`config.mk`:
```
export PLATFORM = sky130hd
export DESIGN_NAME = lht_queue_flat
export DESIGN_NICKNAME = d
export VERILOG_FILES = /design/src/rtl/core/lht_pkg.sv /design/src/rtl/core/lht_if.sv /design/src/rtl/core/lht_queue.sv /design/src/flat_wrapper.sv
export SDC_FILE = /design/constraint.sdc
export NUM_CORES = 1
export LEC_CHECK = 0
export BUFFER_PORTS_ARGS = -buffer_cell sky130_fd_sc_hd__buf_2
export CAP_MARGIN = 40
export CORE_MARGIN = 3
export CORE_UTILIZATION = 45
export CTS_CLUSTER_SIZE = 14
export DETAILED_ROUTE_END_ITERATION = 8
export PLACE_DENSITY = 0.73
export SETUP_SLACK_MARGIN = 0.15
export SLEW_MARGIN = 5
export SYNTH_ARGS = -nofsm -noshare
export SYNTH_HDL_FRONTEND = slang
export SYNTH_SLANG_ARGS = --single-unit
```
`constraint.sdc`:
```
create_clock -name clk -period 4.8 [get_ports clk]
set_clock_uncertainty 0.2 [all_clocks]
set_input_delay 0.24 -clock clk [delete_from_list [all_inputs] [get_ports clk]]
set_output_delay 0.24 -clock clk [all_outputs]
set_load 0.1 [all_outputs]
```
`src/rtl/core/lht_pkg.sv`:
```
`default_nettype none

package lht_pkg;

    // table geometry
    localparam int TABLE_ENTRIES = 64;
    localparam int IDX_W         = (TABLE_ENTRIES > 1) ? $clog2(TABLE_ENTRIES) : 1;

    // field widths
    localparam int ID_W     = 32;
    localparam int TIME_W   = 64;
    localparam int LAT_W    = 55;
    localparam int HCNT_W   = 64;
    localparam int STATUS_W = 2;
    localparam int BUCKET_W = 3;

    localparam int HIST_BINS = 5;
    localparam int NS_PER_US = 1000;

    // decoupling queue
    localparam int QDEPTH = 2;
    localparam int QPTR_W = (QDEPTH > 1) ? $clog2(QDEPTH) : 1;
    localparam int QCNT_W = $clog2(QDEPTH + 1);

    // operation codes
    localparam logic OP_START = 1'b0;
    localparam logic OP_END   = 1'b1;

    // bucket codes
    localparam logic [BUCKET_W-1:0] BKT_UNDER_1US    = 3'd0;
    localparam logic [BUCKET_W-1:0] BKT_UNDER_10US   = 3'd1;
    localparam logic [BUCKET_W-1:0] BKT_UNDER_100US  = 3'd2;
    localparam logic [BUCKET_W-1:0] BKT_UNDER_1000US = 3'd3;
    localparam logic [BUCKET_W-1:0] BKT_1000US_UP    = 3'd4;

    typedef enum logic [STATUS_W-1:0] {
        ST_STORED   = 2'd0,
        ST_DROPPED  = 2'd1,
        ST_RECORDED = 2'd2,
        ST_NO_START = 2'd3
    } status_t;

    typedef struct packed {
        logic              operation;
        logic [ID_W-1:0]   event_id;
        logic [TIME_W-1:0] time_ns;
    } item_t;

endpackage

`default_nettype wire

```
`src/rtl/core/lht_if.sv`:
```
`default_nettype none

interface lht_in_if;
    logic                        valid;
    logic                        ready;
    logic                        operation;
    logic [lht_pkg::ID_W-1:0]    event_id;
    logic [lht_pkg::TIME_W-1:0]  time_ns;

    modport source (output valid, output operation, output event_id, output time_ns,
                    input ready);
    modport sink   (input valid, input operation, input event_id, input time_ns,
                    output ready);
endinterface


`default_nettype wire

```
`src/rtl/core/lht_queue.sv`:
```
`default_nettype none

module lht_queue (
    input  logic           clk,
    input  logic           rst_n,
    lht_in_if.sink         in_ch,
    output lht_pkg::item_t head,
    output logic           head_valid,
    input  logic           pop
);
    import lht_pkg::*;

    item_t              fifo_reg [QDEPTH];
    logic [QPTR_W-1:0]  wr_ptr_reg, wr_ptr_next;
    logic [QPTR_W-1:0]  rd_ptr_reg, rd_ptr_next;
    logic [QCNT_W-1:0]  count_reg, count_next;
    logic               push;
    item_t              in_item;

    assign in_ch.ready = (count_reg != QCNT_W'(QDEPTH));
    assign push        = in_ch.valid && in_ch.ready;
    assign head_valid  = (count_reg != '0);
    assign head        = fifo_reg[rd_ptr_reg];

    always_comb
    begin
        in_item.operation = in_ch.operation;
        in_item.event_id  = in_ch.event_id;
        in_item.time_ns   = in_ch.time_ns;
    end

    always_comb
    begin
        wr_ptr_next = wr_ptr_reg;
        rd_ptr_next = rd_ptr_reg;
        if (push)
        begin
            wr_ptr_next = (wr_ptr_reg == QPTR_W'(QDEPTH - 1)) ? '0 : wr_ptr_reg + 1'b1;
        end
        if (pop)
        begin
            rd_ptr_next = (rd_ptr_reg == QPTR_W'(QDEPTH - 1)) ? '0 : rd_ptr_reg + 1'b1;
        end
        count_next = count_reg + QCNT_W'(push) - QCNT_W'(pop);
    end

    always_ff @(posedge clk or negedge rst_n)
    begin
        if (!rst_n)
        begin
            wr_ptr_reg <= '0;
            rd_ptr_reg <= '0;
            count_reg  <= '0;
        end
        else
        begin
            wr_ptr_reg <= wr_ptr_next;
            rd_ptr_reg <= rd_ptr_next;
            count_reg  <= count_next;
        end
    end

    always_ff @(posedge clk)
    begin
        if (push)
        begin
            fifo_reg[wr_ptr_reg] <= in_item;
        end
    end

    a_count_bound: assert property (@(posedge clk) disable iff (!rst_n)
        count_reg <= QCNT_W'(QDEPTH))
        else $error("queue count above depth");

    a_pop_nonempty: assert property (@(posedge clk) disable iff (!rst_n)
        pop |-> head_valid)
        else $error("pop from empty queue");

    a_count_track: assert property (@(posedge clk) disable iff (!rst_n)
        $past(rst_n) |-> (count_reg == QCNT_W'($past(count_reg) + QCNT_W'($past(push))
                                               - QCNT_W'($past(pop)))))
        else $error("queue count lost track of push/pop");

endmodule

`default_nettype wire

```
`src/flat_wrapper.sv`:
```
// flat-port wrapper written by rule: the top's interface ports become plain ports
module lht_queue_flat import lht_pkg::*;
  (clk, rst_n, head, head_valid, pop, in_ch_valid, in_ch_operation, in_ch_event_id, in_ch_time_ns, in_ch_ready);
  lht_in_if in_ch_i ();
  input  logic clk;
  input  logic rst_n;
  output lht_pkg::item_t head;
  output logic head_valid;
  input  logic pop;
  input wire logic [$bits(in_ch_i.valid)-1:0] in_ch_valid;
  input wire logic [$bits(in_ch_i.operation)-1:0] in_ch_operation;
  input wire logic [$bits(in_ch_i.event_id)-1:0] in_ch_event_id;
  input wire logic [$bits(in_ch_i.time_ns)-1:0] in_ch_time_ns;
  output wire logic [$bits(in_ch_i.ready)-1:0] in_ch_ready;
  assign in_ch_i.valid = in_ch_valid;
  assign in_ch_i.operation = in_ch_operation;
  assign in_ch_i.event_id = in_ch_event_id;
  assign in_ch_i.time_ns = in_ch_time_ns;
  assign in_ch_ready = in_ch_i.ready;
  lht_queue u_core (.clk(clk), .rst_n(rst_n), .in_ch(in_ch_i), .head(head), .head_valid(head_valid), .pop(pop));
endmodule
```
==> flow_summary.toml, run 1 <==
[worst_setup_path]
required_ns = 4.36
path_class = "flop to primary output"
start_kind = "flop"
crit_chain = "buf_4, mux2_2, buf_2"
slowest_delay_ns = 1.01
cp.arrival_ns = 2.58
slowest_stage = "dfrtp_4"
cpLargestDelayFamily = "flip-flops"
path_buf_inv = 2
cp_max_fo = 61
end_kind = "primary output"

[sta]
rsz0062_at_grt = "no"
maxSlewHeadroom_pct = 40.59
period_needed_ns = 3.016
finalSetupViolCount = 0
worst_pin_slew_ns = 0.8911
timing.setup.tns_ns = 0
fin_crit_sh_pct = 62.83
drv_slew = 0
max_freq_ghz = 0.3316
finalHoldViolations = 0

[run_status]
status = "finished clean"

[synth]
synth_nets = 422
yosys-top-cells-area = "edfxtp_1 (80%), mux2_2 (12%), mux2_4 (4.1%)"
syn_avg_cell_area_sq_um = 22.72
synthCells = 320
synth_cell_types = 17
yosysTopAreaCell = "edfxtp_1"
yosysSeqAreaShare_pct = 81.50
synth_area_sq_mm = 0.007271
ys_ff_latch = 198
ys_warn_count = 0
yosysTopAreaCellShare_pct = 80.12

[floorplanning]
initial_core_util_pct = 46.96
die_x_microns = 133.1
core_sq_mm = 0.01548
row_count = 45
chipHeight_microns = 133.1
ioPinCount = 200
die_area_sq_mm = 0.01772

[placed_design]
hpwl_mm = 9.022
gp_congestion = 0.7171
port_buffers = 199

[detailed_routing]
wl_per_cell_microns = 17.29
wl_mm = 14.85
drt_iter0_drc = 224
detail-route-antenna-nets = 0
num_vias = 4083
drt-vias-per-instance = 4.753
first_pass_iters = 4
drc_errors = 0

[clocking]
insertion_delay_ns = 0.42
post_cts_buffers = 0
path_clk_slew_ns = 0.07
numClockSinks = 198
root_buffer = "clkbuf_16"
clockBufferDepth = 2
cts_tree = "yes"
cts_buffers = 17
h-tree-depth = 4

[hold_path]
hp-class = "input pin to flop"

[finish]
largest_reg_flops = 194
layout_commonest_cell = "buf_2"
fill_cells = 1069
final_cell_mix = "buf_2 (199), edfxtp_1 (194), dlygate4sd3_1 (101)"
syn_to_final_growth_pct = 38.68
drive_above_1_share_pct = 51.93
num-nets-final = 736
fin_util_pct = 65.12

[grt]
grt_pass1_vias = 4501
grt.overflow.total = 0
grt_pass1_wl_mm = 23.05
gr-usage-all-layers_pct = 16.87
grt_max_degree = 62
antenna_found_initial = 1

[run]
cap_violations = 0
logic make-up (layout without fill, tap and decap cells):
| kind of cell | Yosys count | after routing | share of synthesized area, % |
|---|---|---|---|
| XOR/XNOR | 4 | 4 | 0.4819 |
| other | 0 | 1 | 0 |
| adder cells (fa/ha/maj) | 1 | 1 | 0.1721 |
| buffers and inverters | 12 | 339 | 1.153 |
| multiplexers | 98 | 98 | 16.19 |
| flip-flops | 198 | 198 | 81.50 |
| AND/OR/NAND/NOR | 7 | 7 | 0.4993 |
metrics by stage:
step | hold slack [ns] | instance area (sq um) | setup WS [ns] | std cells
after detailed placement | -0.1437 | 8524 | 2.204 | 725
final | 0.3413 | 10080 | 1.784 | 859
after CTS | 0.3183 | 10080 | 1.731 | 858
after global routing | 0.3238 | 10080 | 1.657 | 859
after global placement | -0.1528 | 8504 | 2.256 | 724
after floorplan | -0.2556 | 7273 | 0.1614 | 320
worst min-delay path, delay by kind of cell:
kind,cells,cell delay (ns)
buffers and inverters,2,0.63
XOR/XNOR,1,0.06
cell usage after synthesis:
| cell | count |
|---|---|
| mux2_4 | 20 |
| or2_2 | 1 |
| edfxtp_1 | 194 |
| nand2_1 | 2 |
| dfrtp_1 | 4 |
| nand2b_1 | 1 |
| xor2_1 | 2 |
| nor2_1 | 1 |
| buf_6 | 4 |
| and3_1 | 1 |
| xnor2_1 | 2 |
| mux2i_1 | 1 |
| nor2b_1 | 1 |
| inv_1 | 1 |
| mux2_2 | 77 |
| ha_1 | 1 |
| buf_2 | 7 |
routing by layer:
metal  wire length (microns)  track usage (%)
met3                     981            5.249
met4                     230            6.571
met2                    7849            29.51
met5                       0                0
met1                    5789            19.45
area by class of cell:
type / count / area (sq um) / share of cell area (%)
Timing Repair Buffer: 306 / 2064 / 20.47
Antenna cell: 1 / 2.502 / 0.02482
Sequential cell: 198 / 5929 / 58.80
Clock inverter: 15 / 120.1 / 1.191
Tap cell: 211 / 264.0 / 2.618
Inverter: 1 / 3.754 / 0.03723
Multi-Input combinational cell: 110 / 1274 / 12.63
Clock buffer: 17 / 425.4 / 4.219
repair_timing:
item                                   in CTS  in global routing
endpoints found under the hold margin     202                  0
resized for setup                           0                  0
hold buffers                              101                  0
final timing paths:
path | from | endpoint | slack [ns] | cells after the start
worst max-delay path | u_core.rd_ptr_reg$_DFFE_PN0P_ | head[38] | 1.78 | 3
worst min-delay path | pop | u_core.rd_ptr_reg$_DFFE_PN0P_ | 0.34 | 3
worst max register to register | u_core.count_reg[0]$_DFF_PN0_ | u_core.fifo_reg[1][88]$_DFFE_PP_ | 2.72 | 3
worst min register to register | u_core.wr_ptr_reg$_DFFE_PN0P_ | u_core.wr_ptr_reg$_DFFE_PN0P_ | 0.36 | 1
max in group asynchronous | rst_n | u_core.rd_ptr_reg$_DFFE_PN0P_ | 3.65 | 3
min in group asynchronous | rst_n | u_core.wr_ptr_reg$_DFFE_PN0P_ | 0.54 | 3
Power of run 1 is left out: the tool's default activity adds up to more than one toggle a clock period on the data nets, which glitch-free logic cannot reach.
==> run 2, diff against run 1 <==
--- a/config.mk
+++ b/config.mk
@@ -11,7 +11,7 @@
 export CORE_UTILIZATION = 45
 export CTS_CLUSTER_SIZE = 14
 export DETAILED_ROUTE_END_ITERATION = 8
-export PLACE_DENSITY = 0.73
+export PLACE_DENSITY = 0.7
 export SETUP_SLACK_MARGIN = 0.15
 export SLEW_MARGIN = 5
 export SYNTH_ARGS = -nofsm -noshare
==> constraint.sdc (replaced) <==
create_clock -name clk -period 3.1 [get_ports clk]
set_clock_uncertainty 0.2 [all_clocks]
set_input_delay 0.155 -clock clk [delete_from_list [all_inputs] [get_ports clk]]
set_output_delay 0.155 -clock clk [all_outputs]
set_load 0.1 [all_outputs]
==> run 2 against run 1 <==
Highest routed layer unchanged; utilization increased by 0.12 points; register-to-register slack got worse by 1.6 ns; setup slack got worse by 1.1 ns; global-route usage decreased by 0.24 points; critical endpoint is now head[12]; die area unchanged; critical path depth unchanged; non-clock buffer count increased by 1; routed wire length decreased by 1.1%; clock-buffer cell count increased by 11; hold slack got worse by 0.084 ns.
==> flow_summary.toml, run 2 (synthesis results as in run 1) <==
[run_status]
status = "finished clean"

[detailed_routing]
wl_mm = 14.68
drc_errors = 0
first_pass_iters = 4
drt-vias-per-instance = 4.756
wl_per_cell_microns = 17.09
drt_iter0_drc = 195
detail-route-antenna-nets = 0
num_vias = 4085

[sta]
finalSetupViolCount = 0
setup_slack_ns = 0.6361
max_freq_ghz = 0.4059
rsz0062_at_grt = "no"
fin_crit_sh_pct = 79.48
timing.setup.tns_ns = 0
finalHoldViolations = 0
maxSlewHeadroom_pct = 51.71
worst_pin_slew_ns = 0.7243
period_needed_ns = 2.464
drv_slew = 0

[grt]
grt_pass1_vias = 4472
grt_max_degree = 55
grt_pass1_wl_mm = 22.87
grt.overflow.total = 0
gr-usage-all-layers_pct = 16.63
antenna_found_initial = 0

[worst_setup_path]
start_kind = "flop"
slowest_delay_ns = 0.64
cpLargestDelayFamily = "buffers and inverters"
cp_max_fo = 24
path_buf_inv = 2
path_class = "flop to primary output"
crit_chain = "buf_4, mux2_2, buf_2"
required_ns = 2.74
cp.arrival_ns = 2.11
slowest_stage = "dfrtp_4"
end_kind = "primary output"

[hold_path]
hp-class = "input pin to flop"

[floorplanning]
ioPinCount = 200
initial_core_util_pct = 46.96
die_x_microns = 133.1
core_sq_mm = 0.01548
row_count = 45
chipHeight_microns = 133.1
die_area_sq_mm = 0.01772

[clocking]
numClockSinks = 198
root_buffer = "clkbuf_16"
cts_hold_buf = 101
path_clk_slew_ns = 0.06
cts_tree = "yes"
h-tree-depth = 4
post_cts_buffers = 0
cts_buffers = 17
clockBufferDepth = 2
cts_resized = 0
insertion_delay_ns = 0.41

[placed_design]
gp_congestion = 0.7291
pre_cts_ws_ns = 1.065
port_buffers = 199
hpwl_mm = 8.826

[finish]
drive_above_1_share_pct = 51.23
final_cell_mix = "buf_2 (199), edfxtp_1 (194), dlygate4sd3_1 (101)"
layout_commonest_cell = "buf_2"
largest_reg_flops = 194
insertedDiodeCount = 0
syn_to_final_growth_pct = 38.94
num-nets-final = 737

[run]
cap_violations = 0
==> run 2: cell types whose count changed in the layout (fill, tap and decap cells not counted), moves of 2 or more <==
cell        previous run  this run
clkbuf_1               0         9
inv_6                  4         0
clkinv_1               2         0
inv_8                  3         0
clkinvlp_4             4         2
clkbuf_8               0         2
==> run 2: path summary, 6_finish.rpt <==
path                                               start                               end  slack, ns  cells after the start
setup / recovery           u_core.rd_ptr_reg$_DFFE_PN0P_                          head[12]       0.64                      3
hold / removal                         in_ch_time_ns[26]  u_core.fifo_reg[0][26]$_DFFE_PP_       0.26                      2
hold reg to reg            u_core.wr_ptr_reg$_DFFE_PN0P_     u_core.wr_ptr_reg$_DFFE_PN0P_       0.36                      1
max in group asynchronous                          rst_n     u_core.rd_ptr_reg$_DFFE_PN0P_       2.05                      3
setup reg to reg           u_core.count_reg[0]$_DFF_PN0_  u_core.fifo_reg[1][82]$_DFFE_PP_       1.10                      3
min in group asynchronous                          rst_n     u_core.rd_ptr_reg$_DFFE_PN0P_       0.46                      3
==> run 2: area by class of cell <==
| type | count | area (sq um) |
|---|---|---|
| sequential | 198 | 5929 |
| fill | 1052 | 5381 |
| timing repair buffer | 307 | 2085 |
| multi-input combinational | 110 | 1284 |
| clock buffer | 28 | 486.7 |
| tap | 211 | 264.0 |
| clock inverter | 4 | 50.05 |
| inverter | 1 | 3.754 |
==> run 2: per-layer routing <==
metal | wire length (microns) | share of wire (%) | vias up | global-route usage (%)
met1 | 5794 | 39 | 2017 | 19.12
li1 | - | - | 1898 | -
met5 | 0 | 0 | - | 0
met2 | 7854 | 53 | 162 | 29.97
met3 | 921 | 6.3 | 8 | 5.249
met4 | 112 | 0.76 | 0 | 4.743
==> run 2: stage by stage <==
step | util (%) | area, sq um | hold WS, ns | instances
after global placement | 55.25 | 8554 | -0.2360 | 726
after CTS | 65.24 | 10100 | 0.2384 | 859
after global routing | 65.24 | 10100 | 0.2454 | 859
final | 65.24 | 10100 | 0.2573 | 859
after floorplan | - | 7289 | -0.3406 | 320
after detailed placement | 55.25 | 8554 | -0.2293 | 726
Power of run 2 is left out for the same reason.
